[src/hdl/cid_pkg.sv]
// Package for the instruction decoder: kind codes, major opcodes, function
// codes and the decode result type. No dependencies.

package cid_pkg;

	typedef logic [5:0]  kind_t;
	typedef logic [5:0]  opcode_t;
	typedef logic [10:0] func_t;

	typedef struct packed {
		kind_t       kind;
		logic [31:0] word;
	} decode_t;

	// Instruction kinds, alphabetical; the last code marks an illegal word.
	localparam kind_t KIND_ADD      = 6'd0;
	localparam kind_t KIND_ADDI     = 6'd1;
	localparam kind_t KIND_AND      = 6'd2;
	localparam kind_t KIND_ANDI     = 6'd3;
	localparam kind_t KIND_BEQ      = 6'd4;
	localparam kind_t KIND_BGEZ     = 6'd5;
	localparam kind_t KIND_BGEZAL   = 6'd6;
	localparam kind_t KIND_BGTZ     = 6'd7;
	localparam kind_t KIND_BLEZ     = 6'd8;
	localparam kind_t KIND_BLTZ     = 6'd9;
	localparam kind_t KIND_BLTZAL   = 6'd10;
	localparam kind_t KIND_BNE      = 6'd11;
	localparam kind_t KIND_CF       = 6'd12;
	localparam kind_t KIND_EXCHANGE = 6'd13;
	localparam kind_t KIND_J        = 6'd14;
	localparam kind_t KIND_JAL      = 6'd15;
	localparam kind_t KIND_JALR     = 6'd16;
	localparam kind_t KIND_JR       = 6'd17;
	localparam kind_t KIND_NEG      = 6'd18;
	localparam kind_t KIND_NOR      = 6'd19;
	localparam kind_t KIND_OR       = 6'd20;
	localparam kind_t KIND_ORI      = 6'd21;
	localparam kind_t KIND_RL       = 6'd22;
	localparam kind_t KIND_RLV      = 6'd23;
	localparam kind_t KIND_RR       = 6'd24;
	localparam kind_t KIND_RRV      = 6'd25;
	localparam kind_t KIND_SLL      = 6'd26;
	localparam kind_t KIND_SLLV     = 6'd27;
	localparam kind_t KIND_SLT      = 6'd28;
	localparam kind_t KIND_SLTI     = 6'd29;
	localparam kind_t KIND_SRA      = 6'd30;
	localparam kind_t KIND_SRAV     = 6'd31;
	localparam kind_t KIND_SRL      = 6'd32;
	localparam kind_t KIND_SRLV     = 6'd33;
	localparam kind_t KIND_SUB      = 6'd34;
	localparam kind_t KIND_XOR      = 6'd35;
	localparam kind_t KIND_XORI     = 6'd36;
	localparam kind_t KIND_ILLEGAL  = 6'd37;

	// Major opcodes.
	localparam opcode_t OP_REG      = 6'd0;
	localparam opcode_t OP_J        = 6'd1;
	localparam opcode_t OP_JR       = 6'd2;
	localparam opcode_t OP_JAL      = 6'd3;
	localparam opcode_t OP_JALR     = 6'd4;
	localparam opcode_t OP_BLTZ     = 6'd5;
	localparam opcode_t OP_BGEZ     = 6'd6;
	localparam opcode_t OP_BLTZAL   = 6'd7;
	localparam opcode_t OP_BGEZAL   = 6'd8;
	localparam opcode_t OP_BEQ      = 6'd9;
	localparam opcode_t OP_BNE      = 6'd10;
	localparam opcode_t OP_BLEZ     = 6'd11;
	localparam opcode_t OP_BGTZ     = 6'd12;
	localparam opcode_t OP_CF       = 6'd13;
	localparam opcode_t OP_ADDI     = 6'd24;
	localparam opcode_t OP_SLTI     = 6'd26;
	localparam opcode_t OP_ANDI     = 6'd28;
	localparam opcode_t OP_ORI      = 6'd29;
	localparam opcode_t OP_XORI     = 6'd30;
	localparam opcode_t OP_EXCHANGE = 6'd40;

	// Register-type function codes.
	localparam func_t FN_ADD  = 11'h001;
	localparam func_t FN_AND  = 11'h010;
	localparam func_t FN_NEG  = 11'h100;
	localparam func_t FN_NOR  = 11'h080;
	localparam func_t FN_OR   = 11'h020;
	localparam func_t FN_RL   = 11'h440;
	localparam func_t FN_RLV  = 11'h500;
	localparam func_t FN_RR   = 11'h480;
	localparam func_t FN_RRV  = 11'h600;
	localparam func_t FN_SLL  = 11'h401;
	localparam func_t FN_SLLV = 11'h408;
	localparam func_t FN_SLT  = 11'h400;
	localparam func_t FN_SRA  = 11'h404;
	localparam func_t FN_SRAV = 11'h420;
	localparam func_t FN_SRL  = 11'h402;
	localparam func_t FN_SRLV = 11'h410;
	localparam func_t FN_SUB  = 11'h004;
	localparam func_t FN_XOR  = 11'h040;

endpackage

[src/hdl/cid_in_if.sv]
// Input channel of the instruction decoder: valid/ready and one
// instruction word. No dependencies.

interface cid_in_if;
	logic        valid;
	logic        ready;
	logic [31:0] instruction_word;

	modport source(output valid, output instruction_word, input ready);
	modport sink(input valid, input instruction_word, output ready);
endinterface

[src/hdl/cid_out_if.sv]
// Result channel of the instruction decoder: valid/ready, the kind and
// the raw fields of the word. No dependencies.

interface cid_out_if;
	logic        valid;
	logic        ready;
	logic [5:0]  kind;
	logic [5:0]  major_op;
	logic [4:0]  reg_a;
	logic [4:0]  reg_b;
	logic [4:0]  shift_amount;
	logic [10:0] func_code;
	logic [15:0] branch_offset;
	logic [20:0] immediate_value;
	logic [25:0] jump_target;

	modport source(output valid, output kind, output major_op, output reg_a,
		output reg_b, output shift_amount, output func_code,
		output branch_offset, output immediate_value, output jump_target,
		input ready);
	modport sink(input valid, input kind, input major_op, input reg_a,
		input reg_b, input shift_amount, input func_code,
		input branch_offset, input immediate_value, input jump_target,
		output ready);
endinterface

[src/hdl/cid_decode.sv]
// Combinational classifier: maps one instruction word to its kind.
// Depends on cid_pkg.

module cid_decode (
	input  logic [31:0]   word,
	output cid_pkg::kind_t kind
);
	import cid_pkg::*;

	opcode_t     op;
	logic [4:0]  ra;
	logic [4:0]  rb;
	logic [4:0]  sh;
	func_t       fn;
	logic [15:0] off;
	logic [25:0] tgt;
	kind_t       reg_kind;
	logic        need_rb_zero;
	logic        fn_hit;

	assign op  = word[31:26];
	assign ra  = word[25:21];
	assign rb  = word[20:16];
	assign sh  = word[15:11];
	assign fn  = word[10:0];
	assign off = word[15:0];
	assign tgt = word[25:0];

	// Register-type lookup; immediate shifts and rotates need rb clear,
	// the rest need the shift amount clear.
	always_comb begin
		reg_kind     = KIND_ILLEGAL;
		need_rb_zero = 1'b0;
		fn_hit       = 1'b1;
		unique case (fn)
			FN_ADD:  reg_kind = KIND_ADD;
			FN_AND:  reg_kind = KIND_AND;
			FN_NEG:  reg_kind = KIND_NEG;
			FN_NOR:  reg_kind = KIND_NOR;
			FN_OR:   reg_kind = KIND_OR;
			FN_RL: begin
				reg_kind     = KIND_RL;
				need_rb_zero = 1'b1;
			end
			FN_RLV:  reg_kind = KIND_RLV;
			FN_RR: begin
				reg_kind     = KIND_RR;
				need_rb_zero = 1'b1;
			end
			FN_RRV:  reg_kind = KIND_RRV;
			FN_SLL: begin
				reg_kind     = KIND_SLL;
				need_rb_zero = 1'b1;
			end
			FN_SLLV: reg_kind = KIND_SLLV;
			FN_SLT:  reg_kind = KIND_SLT;
			FN_SRA: begin
				reg_kind     = KIND_SRA;
				need_rb_zero = 1'b1;
			end
			FN_SRAV: reg_kind = KIND_SRAV;
			FN_SRL: begin
				reg_kind     = KIND_SRL;
				need_rb_zero = 1'b1;
			end
			FN_SRLV: reg_kind = KIND_SRLV;
			FN_SUB:  reg_kind = KIND_SUB;
			FN_XOR:  reg_kind = KIND_XOR;
			default: fn_hit   = 1'b0;
		endcase
	end

	always_comb begin
		kind = KIND_ILLEGAL;
		unique case (op)
			OP_REG: begin
				if (fn_hit && (need_rb_zero ? (rb == 5'd0) : (sh == 5'd0))) begin
					kind = reg_kind;
				end
			end
			OP_J:        kind = KIND_J;
			OP_JR:       if (ra == 5'd0 && off == 16'd0) kind = KIND_JR;
			OP_JAL:      if (rb == 5'd0) kind = KIND_JAL;
			OP_JALR:     if (off == 16'd0) kind = KIND_JALR;
			OP_BLTZ:     if (ra == 5'd0) kind = KIND_BLTZ;
			OP_BGEZ:     if (ra == 5'd0) kind = KIND_BGEZ;
			OP_BLTZAL:   kind = KIND_BLTZAL;
			OP_BGEZAL:   kind = KIND_BGEZAL;
			OP_BEQ:      kind = KIND_BEQ;
			OP_BNE:      kind = KIND_BNE;
			OP_BLEZ:     if (ra == 5'd0) kind = KIND_BLEZ;
			OP_BGTZ:     if (ra == 5'd0) kind = KIND_BGTZ;
			OP_CF:       if (tgt == 26'd0) kind = KIND_CF;
			OP_ADDI:     kind = KIND_ADDI;
			OP_SLTI:     kind = KIND_SLTI;
			OP_ANDI:     kind = KIND_ANDI;
			OP_ORI:      kind = KIND_ORI;
			OP_XORI:     kind = KIND_XORI;
			OP_EXCHANGE: if (off == 16'd0) kind = KIND_EXCHANGE;
			default:     kind = KIND_ILLEGAL;
		endcase
	end
endmodule

[src/hdl/custom_isa_instruction_decoder_core.sv]
// Top level of the instruction decoder: input register, classifier and
// result register. Depends on cid_pkg, cid_in_if, cid_out_if, cid_decode.
//
// Usage
// The instr channel takes one 32-bit instruction word per item; the decoded
// channel returns one item per word, holding the kind (0 to 36, or 37 for an
// illegal word) and every raw field of the word, extracted whatever the kind.
// Both channels use valid/ready; an item moves on a clock edge where both
// are high.
// An accepted item lands in the input register, is classified by a single
// pass of decode logic, and is captured in the result register, where it
// is presented. Throughput is one item per cycle while decoded.ready is
// high; the two registers form a two-deep pipeline, and each stage advances
// whenever the stage after it is empty or being emptied, so a word is taken
// while a finished result still waits.
// When the receiver holds ready low the result register keeps its item and
// the input register fills; instr.ready then falls until decoded.ready
// returns. Nothing is dropped or repeated.
// Reset (arst_n low, asynchronous) empties both stages; there is no
// configuration and no stored state beyond the pipeline.

module custom_isa_instruction_decoder_core (
	input  logic clk,
	input  logic arst_n,
	cid_in_if.sink    instr,
	cid_out_if.source decoded
);
	import cid_pkg::*;

	logic        valid_s1;
	logic [31:0] word_s1;
	logic        valid_s2;
	decode_t     result_s2;
	logic        advance_s2;
	logic        advance_s1;
	kind_t       kind_comb;

	// Stage two may load when empty or when its item leaves this cycle.
	assign advance_s2 = !valid_s2 || decoded.ready;
	assign advance_s1 = !valid_s1 || advance_s2;
	assign instr.ready = advance_s1;

	always_ff @(posedge clk or negedge arst_n) begin
		if (!arst_n) begin
			valid_s1 <= 1'b0;
		end else if (advance_s1) begin
			valid_s1 <= instr.valid;
		end
	end

	always_ff @(posedge clk) begin
		if (advance_s1 && instr.valid) begin
			word_s1 <= instr.instruction_word;
		end
	end

	cid_decode u_decode (
		.word (word_s1),
		.kind (kind_comb)
	);

	always_ff @(posedge clk or negedge arst_n) begin
		if (!arst_n) begin
			valid_s2 <= 1'b0;
		end else if (advance_s2) begin
			valid_s2 <= valid_s1;
		end
	end

	always_ff @(posedge clk) begin
		if (advance_s2 && valid_s1) begin
			result_s2.kind <= kind_comb;
			result_s2.word <= word_s1;
		end
	end

	assign decoded.valid           = valid_s2;
	assign decoded.kind            = result_s2.kind;
	assign decoded.major_op        = result_s2.word[31:26];
	assign decoded.reg_a           = result_s2.word[25:21];
	assign decoded.reg_b           = result_s2.word[20:16];
	assign decoded.shift_amount    = result_s2.word[15:11];
	assign decoded.func_code       = result_s2.word[10:0];
	assign decoded.branch_offset   = result_s2.word[15:0];
	assign decoded.immediate_value = result_s2.word[20:0];
	assign decoded.jump_target     = result_s2.word[25:0];

`ifndef SYNTH
	// An accepted word always occupies the input register next cycle.
	a_accept_fills_s1: assert property (@(posedge clk) disable iff (!arst_n)
		(instr.valid && instr.ready) |=> valid_s1)
		else $error("accepted item did not reach the input register");

	// A word in stage one moves on when stage two is empty.
	a_s1_moves_on: assert property (@(posedge clk) disable iff (!arst_n)
		(valid_s1 && !valid_s2) |=> valid_s2)
		else $error("item stuck in the input register");

	// A stalled result keeps its contents.
	a_result_holds: assert property (@(posedge clk) disable iff (!arst_n)
		(valid_s2 && !decoded.ready) |=> (valid_s2 && $stable(result_s2)))
		else $error("stalled result changed");

	// The kind code never exceeds the illegal code.
	a_kind_range: assert property (@(posedge clk) disable iff (!arst_n)
		decoded.valid |-> (decoded.kind <= KIND_ILLEGAL))
		else $error("kind out of range");

	// A register-type kind (checked here for ADD and SLL) is only given for the register opcode.
	a_reg_kind_opcode: assert property (@(posedge clk) disable iff (!arst_n)
		(decoded.valid && (decoded.kind == KIND_ADD || decoded.kind == KIND_SLL))
		|-> (decoded.major_op == OP_REG))
		else $error("register kind with non-zero opcode");
`endif
endmodule
[src/flat_wrapper.sv]
// flat-port wrapper written by rule: the top's interface ports become plain ports
module custom_isa_instruction_decoder_core_flat import cid_pkg::*;
  (clk, arst_n, instr_valid, instr_instruction_word, instr_ready, decoded_valid, decoded_kind, decoded_major_op, decoded_reg_a, decoded_reg_b, decoded_shift_amount, decoded_func_code, decoded_branch_offset, decoded_immediate_value, decoded_jump_target, decoded_ready);
  cid_in_if instr_i ();
  cid_out_if decoded_i ();
  input  logic clk;
  input  logic arst_n;
  input wire logic [$bits(instr_i.valid)-1:0] instr_valid;
  input wire logic [$bits(instr_i.instruction_word)-1:0] instr_instruction_word;
  output wire logic [$bits(instr_i.ready)-1:0] instr_ready;
  output wire logic [$bits(decoded_i.valid)-1:0] decoded_valid;
  output wire logic [$bits(decoded_i.kind)-1:0] decoded_kind;
  output wire logic [$bits(decoded_i.major_op)-1:0] decoded_major_op;
  output wire logic [$bits(decoded_i.reg_a)-1:0] decoded_reg_a;
  output wire logic [$bits(decoded_i.reg_b)-1:0] decoded_reg_b;
  output wire logic [$bits(decoded_i.shift_amount)-1:0] decoded_shift_amount;
  output wire logic [$bits(decoded_i.func_code)-1:0] decoded_func_code;
  output wire logic [$bits(decoded_i.branch_offset)-1:0] decoded_branch_offset;
  output wire logic [$bits(decoded_i.immediate_value)-1:0] decoded_immediate_value;
  output wire logic [$bits(decoded_i.jump_target)-1:0] decoded_jump_target;
  input wire logic [$bits(decoded_i.ready)-1:0] decoded_ready;
  assign instr_i.valid = instr_valid;
  assign instr_i.instruction_word = instr_instruction_word;
  assign instr_ready = instr_i.ready;
  assign decoded_valid = decoded_i.valid;
  assign decoded_kind = decoded_i.kind;
  assign decoded_major_op = decoded_i.major_op;
  assign decoded_reg_a = decoded_i.reg_a;
  assign decoded_reg_b = decoded_i.reg_b;
  assign decoded_shift_amount = decoded_i.shift_amount;
  assign decoded_func_code = decoded_i.func_code;
  assign decoded_branch_offset = decoded_i.branch_offset;
  assign decoded_immediate_value = decoded_i.immediate_value;
  assign decoded_jump_target = decoded_i.jump_target;
  assign decoded_i.ready = decoded_ready;
  custom_isa_instruction_decoder_core u_core (.clk(clk), .arst_n(arst_n), .instr(instr_i), .decoded(decoded_i));
endmodule
[config.mk]
export PLATFORM = sky130hd
export DESIGN_NAME = custom_isa_instruction_decoder_core_flat
export DESIGN_NICKNAME = d
export VERILOG_FILES = /design/src/hdl/cid_pkg.sv /design/src/hdl/cid_in_if.sv /design/src/hdl/cid_out_if.sv /design/src/hdl/cid_decode.sv /design/src/hdl/custom_isa_instruction_decoder_core.sv /design/src/flat_wrapper.sv
export SDC_FILE = /design/constraint.sdc
export NUM_CORES = 1
export LEC_CHECK = 0
export ABC_AREA = 0
export BUFFER_PORTS_ARGS = -buffer_cell sky130_fd_sc_hd__buf_2
export CORE_ASPECT_RATIO = 1.75
export CORE_MARGIN = 3
export CORE_UTILIZATION = 28
export CTS_CLUSTER_DIAMETER = 200
export CTS_CLUSTER_SIZE = 12
export DETAILED_ROUTE_END_ITERATION = 10
export GPL_ROUTABILITY_DRIVEN = 0
export PLACE_DENSITY = 0.58
export SYNTH_ARGS = -nofsm -noshare
export SYNTH_HDL_FRONTEND = slang
export SYNTH_SLANG_ARGS = --single-unit
export TNS_END_PERCENT = 1
[constraint.sdc]
create_clock -name clk -period 2.8 [get_ports clk]
set_clock_uncertainty 0.15 [all_clocks]
set_input_delay 0.14 -clock clk [delete_from_list [all_inputs] [get_ports clk]]
set_output_delay 0.14 -clock clk [all_outputs]
set_load 0.03 [all_outputs]
* Word-level counts from Yosys, hierarchy flattened
Cells that the tools add are included.
** Storage, ports and cells
- Register bits :: 72
- Input port bits :: 36
- Output and inout bits :: 103
- Word-level logic and storage cells :: 73
** Operators by class
- Equality and inequality tests :: 37
- Muxes and demuxes :: 15
- Reductions and logical operators :: 16
** Operator list (count)
- $eq 11x11->1 const B :: 11
- $pmux 6 s20 :: 1
- $pmux 6 s18 :: 1
- $mux 6 :: 10
- $eq 6x4->1 const B :: 6
- $eq 6x5->1 const B :: 5
- $logic_not 26->1 :: 1
- $eq 6x3->1 const B :: 4
- $reduce_or 18->1 :: 1
- $logic_not 16->1 :: 1
- $logic_not 5->1 :: 3
- $eq 6x2->1 const B :: 2
- $eq 11x1->1 const B :: 1
- $eq 11x3->1 const B :: 1
- $eq 11x5->1 const B :: 1
- $eq 11x6->1 const B :: 1
- $eq 11x7->1 const B :: 1
- $eq 11x8->1 const B :: 1
- $eq 11x9->1 const B :: 1
- $eq 6x1->1 const B :: 1
- $eq 6x6->1 const B :: 1
- $logic_not 6->1 :: 1
- $reduce_or 5->1 :: 1
- $logic_and 1x1->1 :: 4
- 3 further kinds :: 7

* Depth between registers and ports, before layout
Gate-level depths: netlist of the first run.
- Depth in word-level cells :: 7
- Depth in mapped cells :: 8
- Mapped depth without buffers :: 6

* By module
From an unflattened synthesis of the first run, not the netlist that was laid out.
** Second synthesis, totals
- Cell total of the unflattened synthesis :: 310
- Area, all modules :: 3818.7 um^2
** By module, submodules not included
- custom_isa_instruction_decoder_core :: times used 1, cells each 141, area an instance 2678.8 um^2
- cid_decode :: times used 1, cells each 169, area an instance 1139.8 um^2

* Worst setup path before layout of the first run
No wires, ideal clock.
- Path type :: register to register
- Start point :: register u_core.word_s1[4]
- End point :: register, netlist name u_core.decoded.kind[1]
- Setup time :: 0.150 ns
- Arrival :: 2.181 ns
- Required time :: 2.500 ns
- Setup slack :: 0.319 ns
- Stages on the path, launching flop included :: 8
- Clock period less this slack :: 2.481 ns
- Cells stage by stage :: edfxtp_1 buf_8 or4_4 or4_4 o211ai_2 nor4_2 or3_4 o211ai_2
** Between the ends
- Cells in the longest elaborated chain, start to end :: 7
** RTL lines
- start, declared :: RTL line custom_isa_instruction_decoder_core.sv:31 : logic [31:0] word_s1;
- start signal, assigned :: RTL line custom_isa_instruction_decoder_core.sv:53 : word_s1 <= instr.instruction_word;
- $eq 11x11->1 :: RTL line cid_decode.sv:35 : unique case (fn)
- $reduce_or 5->1 (no source line)
- $mux 1 :: RTL line cid_decode.sv:35
- $mux 1 :: RTL line cid_decode.sv:77 : if (fn_hit && (need_rb_zero ? (rb == 5'd0) : (sh == 5'd0))) begin
- $logic_and 1x1->1 :: RTL line cid_decode.sv:77
- $mux 6 * :: RTL line cid_decode.sv:77
- $pmux 6 s20 * :: RTL line cid_decode.sv:75 : unique case (op)
- net u_core.kind_comb[1] :: RTL line custom_isa_instruction_decoder_core.sv:36 : kind_t kind_comb;
Mark *: on every way through the listed nets, which the timed path passes. The rest lies on a longest branch.
A chain may end at the register's enable or synchronous reset.

* Worst setup path after layout of the first run
- Start point :: register u_core.word_s1[22]
- End point :: register, netlist name u_core.decoded.kind[2]
** Between the ends
- Cells in the longest elaborated chain, start to end :: 4
** RTL lines
- $logic_not 5->1 * :: RTL line cid_decode.sv:82, cid_decode.sv:85, cid_decode.sv:91
- $logic_and 1x1->1 :: RTL line cid_decode.sv:82 : OP_JR: if (ra == 5'd0 && off == 16'd0) kind = KIND_JR;
- $mux 6 :: RTL line cid_decode.sv:82
- $pmux 6 s20 * :: RTL line cid_decode.sv:75
- net u_core.kind_comb[2] :: RTL line custom_isa_instruction_decoder_core.sv:36
Marks and branches as above.

==> summary.md, run 1 <==
| Metric | Value |
|---|---|
| Max_cap viols | 0 |
| Die X | 94.3 microns |
| Highest Clock Rate | 382 MHz |
| Syn Area/Cell | 11.8 sq um |
| Vias | 2943 |
| Core box area | 13100 sq um |
| Setup TNS Final | 0 ps |
| RSZ-0062 raised after global routing | false |
| Period utilisation layout | 93.6% |
| Avg WL per Cell | 15.7 microns |
| Dpl hpwl | 7.21 mm |
| Largest net degree at the start of global routing | 33 |
| Hold Vio Cnt, Final | 0 |
| EDFF count, synth | 70 |
| CP required | 2690 ps |
| Hold depth | 0 |
| Synth cell count leaders | 70 x edfxtp_1, 63 x buf_4, 16 x nor2_1 |
| TritonCTS Sinks | 72 |
| Syn_nets | 360 |
| Clk slew on worst S/H paths | 60 ps |
| Startpoint Class | flip-flop |
| Hold/Removal Path Class | reg -> reg |
| Synth area leaders | edfxtp_1 55%, buf_4 12%, nand4_1 1.6%, xor2_1 1.6%, nor2_1 1.6% |
| Cell Area, Synth | 3820 sq um |
| Fill count | 1297 |
| Worst slack, placed | 143 ps |
| Synthesis-stage register bit count | 72 |
| Slew headroom | 45.2% |
| H-tree depth | 3 |
| PD cells | 617 nW/um^2 |
| Slew Limit Fails | 0 |
| Critical Path Sink | u_core.decoded.kind[2] |
| Die height | 160 microns |
| CTS root buffer | clkbuf_16 |
| First-pass GRT wire length | 15.2 mm |
| Setup Fix Bufs, Post-CTS | 0 |
| Peak supply drop | 0.263 mV |
| Starting DRT DRC Count | 91 |
| Reg-to-reg slack, setup | 180 ps |
| Max FO, Critical Path | 5 |
| Post-Place Cells | 568 |
| CP Cell Sequence | or4_1 > or2_2 > a32oi_1 > nor4_1 > a2111oi_0 > o311ai_0 |
| Worst path arrival time | 2510 ps |
| Kind of end point of the critical path | flip-flop |
| Minimum clock period | 2620 ps |
| Logic depth of the worst register-to-register path | 6 |
| Drc violations | 0 |
| Final Hold Slack | 286 ps |
| 1st-pass router iterations | 4 |
| Non-Filler Instances | 621 |
| Bufs on Longest Clock Path | 2 |
| CTS buffer count | 9 |
| Via-to-Cell Ratio | 4.74 |
| Crit-path max cell delay | 600 ps |
| Setup ws final | 180 ps |
| Overall Global Routing Usage | 13.1% |
| IO buf count | 138 |
| Top-count cell post-synth | edfxtp_1 |
| Grt total ovfl | 0 |
| Post-synth top flop | edfxtp_1 |
| Worst-margin pin slew | 823 ps |
| Ports | 139 |
| Synth cell types | 57 |
| Number of global-route vias before repair | 2933 |
| Layout cells sized above 1 | 40.0% |
| Yosys warnings | 0 |
| Clock latency on the worst-skew pair | 330 ps |
| WS Path Type | reg -> reg |
| Nets | 481 |
| Initial antenna violation count | 0 |
| Reg2reg start | u_core.word_s1[22] |
| P_leak | 1.96 nW |
| # rows | 55 |
| Overall power | 3.06 mW |
| Post-route ant nets | 0 |
| DIE AREA | 15100 sq um |
| Cell count after synthesis | 324 |
| Final setup violating endpoints | 0 |
| Initial core utilization | 29.0% |
| Crit-path slowest cell | or4_1 |
| RR Endpoint | u_core.decoded.kind[2] |
| Most area-hungry cell type in the Yosys netlist | edfxtp_1 |
| Share of the synthesized area in the top cell type | 55.1% |
| Outcome | complete, no violations |
| Final wirelength | 9.78 mm |
| Area Growth Syn to Fin | 30.0% |
| Ant. Diodes | 0 |
| Fraction of registers with async set/reset | 2.78% |
| Post-synthesis sequential area ratio | 56.4% |
| CP Launch Point | u_core.word_s1[22] |
| CTS tree | yes |
placed cells by master (no fill, tap or decap), types with 4 or more instances in the layout:
master | Yosys | layout
buf_2 | 3 | 138
edfxtp_1 | 70 | 70
dlygate4sd3_1 | 0 | 37
nor2_1 | 16 | 16
nand2_1 | 13 | 13
buf_4 | 63 | 13
nand4_1 | 10 | 10
nor3_1 | 9 | 9
clkbuf_16 | 0 | 9
nor4_1 | 8 | 8
nand3_1 | 8 | 8
inv_1 | 7 | 7
xor2_1 | 7 | 7
nand2b_1 | 7 | 7
o21ai_0 | 7 | 7
a211oi_1 | 5 | 5
nor2b_1 | 5 | 5
a21oi_1 | 5 | 5
o211ai_1 | 4 | 4
per-stage QoR:
step                      cell area (sq um)  util [%]
after detailed placement               4290      32.6
after global placement                 4290      32.6
after global routing                   4960      37.7
final                                  4960      37.7
after floorplan                        3820         -
after CTS                              4960      37.7
state kept, by name, indices dropped and copies added (netlist names):
register and count:
u_core.word_s1 32, u_core.decoded.branch_offset 16, u_core.decoded.kind 6, u_core.decoded.major_op 6
u_core.decoded.immediate_value 5, u_core.decoded.jump_target 5, u_core.decoded.valid 1, u_core.valid_s1 1
layout make-up:
cell class / instances / area [sq um] / area share, %
flip-flops and latches: 72 / 2150 / 43.4
multi-input cells: 166 / 1090 / 22.0
inverters: 7 / 26.3 / 0.530
well taps: 171 / 214 / 4.31
clock inverters: 3 / 40.0 / 0.807
repair buffers: 189 / 1180 / 23.8
clock buffers: 13 / 260 / 5.25
worst max-delay path: cells and delay by family (launching register included):
| kind | cells | cell delay, ps |
|---|---|---|
| AOI/OAI and AO/OA | 3 | 770 |
| DFF | 1 | 370 |
| and+or+nand+nor | 3 | 1050 |
worst min path at each step:
stage / endpoint / startpoint
floorplan: u_core.decoded.valid / arst_n
global placement: u_core.valid_s1 / arst_n
detailed placement: u_core.decoded.valid / arst_n
CTS: u_core.decoded.branch_offset[13] / u_core.word_s1[13]
global route: u_core.decoded.branch_offset[13] / u_core.word_s1[13]
finish: u_core.decoded.branch_offset[13] / u_core.word_s1[13]
per-layer routing:
metal  vias to the layer above  wire, microns  track usage (%)
met2                       130           5500             24.2
li1                       1393              -                -
met5                         -              0                0
met4                         0            403             7.50
met3                        27            543             3.09
met1                      1393           3340             13.0
power breakdown:
group          switching, mW  internal [mW]
clock network          0.419          0.736
registers             0.0682           1.28
logic                  0.375          0.181
total                  0.863           2.20
what timing repair did:
| action | in CTS | in global routing |
|---|---|---|
| hold endpoints to repair | 36 | 0 |
| endpoints found under the setup margin | 0 | 1 |
| hold buffers | 37 | 0 |
| resized for setup | 0 | 1 |
kinds of logic after synthesis:
family	after synthesis	share of synthesized area (%)
AND/OR/NAND/NOR	105	16.2
adder cells (fa/ha/maj)	1	0.262
flip-flops	72	56.4
multiplexers	1	0.262
XOR/XNOR	9	2.07
buffers and inverters	86	15.2
AO/OA/AOI/OAI	50	9.54
(Power assumes the default switching activity.)
==> run 2: changes to the inputs <==
- clock period: 2.8 -> 2.63 ns (I/O delays scaled with it)
==> run 2 against run 1 <==
Net effect:
- core utilization is 0.72 points higher
- flip-flop and latch count did not move
- maximum frequency is 3.1% higher
- register-to-register slack worse by 90 ps
- total power grew 5.8%
- count of clock-buffer cells in the layout unchanged
- sequential share of layout area is 0.82 points lower
- combinational power grew 11%
- first-iteration DRC count up 63%
- global-route usage increased by 0.24 points
- cell count up 1.6%
- critical path type unchanged
==> summary.md, run 2 (synthesis gave the netlist of run 1 again) <==
| Metric | Value |
|---|---|
| 1st-pass router iterations | 4 (unchanged) |
| Drc violations | 0 (unchanged) |
| Starting DRT DRC Count | 148 (+63%) |
| Worst-margin pin slew | 550 ps (-272 ps) |
| Final design utilization | 38.5% (+0.72 points) |
| Die X | 94.3 microns (unchanged) |
| Largest net degree at the start of global routing | 33 (unchanged) |
| Final wirelength | 9.97 mm (+2.0%) |
| Overall Global Routing Usage | 13.4% (+0.24 points) |
| Initial core utilization | 29.0% (unchanged) |
| Bufs on Longest Clock Path | 2 (unchanged) |
| Hold/Removal Path Class | reg -> reg |
| Worst slack, placed | 18.9 ps (-124 ps) |
| Fill count | 1265 (-2.5%) |
| RSZ-0062 raised after global routing | false |
| Post-route ant nets | 0 (unchanged) |
| First-pass GRT wire length | 15.6 mm (+2.6%) |
| CTS root buffer | clkbuf_16 |
| Avg WL per Cell | 15.8 microns (+0.35%) |
| DIE AREA | 15100 sq um (unchanged) |
| Leading cell type in the layout, fill and taps excluded | buf_2 |
| CTS tree | yes |
| Kind of end point of the critical path | flip-flop |
| Core box area | 13100 sq um (unchanged) |
| WS Path Type | reg -> reg |
| Slew Limit Fails | 0 (unchanged) |
| H-tree depth | 3 (unchanged) |
| Final setup violating endpoints | 0 (unchanged) |
| Via-to-Cell Ratio | 4.73 (-0.21%) |
| Period utilisation layout | 96.7% (+3.1 points) |
| Met3 WL | 496 microns (-8.7%) |
| Worst path arrival time | 2560 ps (+50 ps) |
| P_leak | 2.00 nW (+1.9%) |
| Layout cells sized above 1 | 42.2% (+2.2 points) |
| Clock latency on the worst-skew pair | 330 ps (about the same) |
| DP Area | 4360 sq um (+1.8%) |
| Grt total ovfl | 0 (unchanged) |
| Overall power | 3.24 mW (+5.8%) |
| Nets | 491 (+2.1%) |
| Highest routed layer | met4 |
| Number of global-route vias before repair | 2967 (+1.2%) |
| Die height | 160 microns (unchanged) |
| # rows | 55 (unchanged) |
| Most frequent cells in the layout | 138 x buf_2, 70 x edfxtp_1, 37 x dlygate4sd3_1 |
| Dpl hpwl | 7.41 mm (+2.7%) |
| Design Area, Final | 5060 sq um (+1.9%) |
| Highest Clock Rate | 393 MHz (+3.1%) |
| Minimum clock period | 2540 ps (-78.1 ps) |
| Area Growth Syn to Fin | 32.5% |
| TritonCTS Sinks | 72 (unchanged) |
| Slew headroom | 63.3% (+18 points) |
| Clk slew on worst S/H paths | 60 ps (about the same) |
| Post-Place Cells | 578 (+1.8%) |
| Number of flip-flops under the largest register name | 32 (unchanged) |
| Max_cap viols | 0 (unchanged) |
| Met1 Wirelength | 3.41 mm (+2.2%) |
| Multi-input logic area | 1120 sq um (+2.5%) |
| Hold Vio Cnt, Final | 0 (unchanged) |
| CP required | 2650 ps (-40 ps) |
| Outcome | complete, no violations |
| Initial antenna violation count | 0 (unchanged) |
| PD cells | 640 nW/um^2 (+3.9%) |
| Ports | 139 (unchanged) |
| Peak supply drop | 0.305 mV (+16%) |
| Vias | 2984 (+1.4%) |
| Startpoint Class | flip-flop |
| Setup ws final | 88.1 ps (-91.9 ps) |
| Routed wl met2 | 5.74 mm (+4.4%) |
| Max FO, Critical Path | 7 (+2) |
| Non-Filler Instances | 631 (+1.6%) |
| Setup TNS Final | 0 ps (unchanged) |
| CTS buffer count | 9 (unchanged) |
| Sequential cell area | 2150 sq um (unchanged) |
| IO buf count | 138 (unchanged) |
| Biggest register | u_core.word_s1 |
| Final Hold Slack | 297 ps (+10.5 ps) |
| Ant. Diodes | 0 (unchanged) |
==> run 2: critical path: stages, from the launching register on <==
cell and delay, ps:
edfxtp_1 460, or3b_2 560, or4_4 520, o211ai_2 90
nor4_2 70, or3_4 340, o211ai_2 180
==> run 2: final timing paths <==
kind | to | cells after the start | startpoint | slack, ps
worst max-delay path | u_core.decoded.kind[1] | 6 | u_core.word_s1[10] | 90
worst min-delay path | u_core.decoded.immediate_value[20] | 0 | u_core.word_s1[20] | 300
min in group asynchronous | u_core.decoded.valid | 3 | arst_n | 530
worst min register to register | u_core.decoded.immediate_value[20] | 0 | u_core.word_s1[20] | 300
worst max register to register | u_core.decoded.kind[1] | 6 | u_core.word_s1[10] | 90
max in group asynchronous | u_core.valid_s1 | 3 | arst_n | 1670
==> run 2: final cells by class <==
cell class / count / share of cell area (%)
Clock buffer: 13 / 4.95
Clock inverter: 3 / 0.841
Inverter: 7 / 0.520
Multi-Input combinational cell: 166 / 22.1
Sequential cell: 72 / 42.6
Tap cell: 171 / 4.23
Timing Repair Buffer: 199 / 24.8
==> run 2: routing by layer <==
layer	track usage [%]	vias up
li1	-	1414
met5	0	-
met4	6.25	0
met3	3.23	23
met2	25.9	119
met1	12.6	1428
==> run 2: timing repair <==
action | CTS | global route
setup endpoints to repair | 0 | 4
gates resized for setup | 0 | 8
setup buffers | 0 | 0
hold buffers | 37 | 0
hold endpoints to repair | 36 | 0
==> run 2: power breakdown <==
part | total (mW) | switching [mW] | internal, mW
clock | 1.19 | 0.434 | 0.759
combinational | 0.619 | 0.413 | 0.205
sequential | 1.43 | 0.0646 | 1.36
total | 3.24 | 0.912 | 2.33
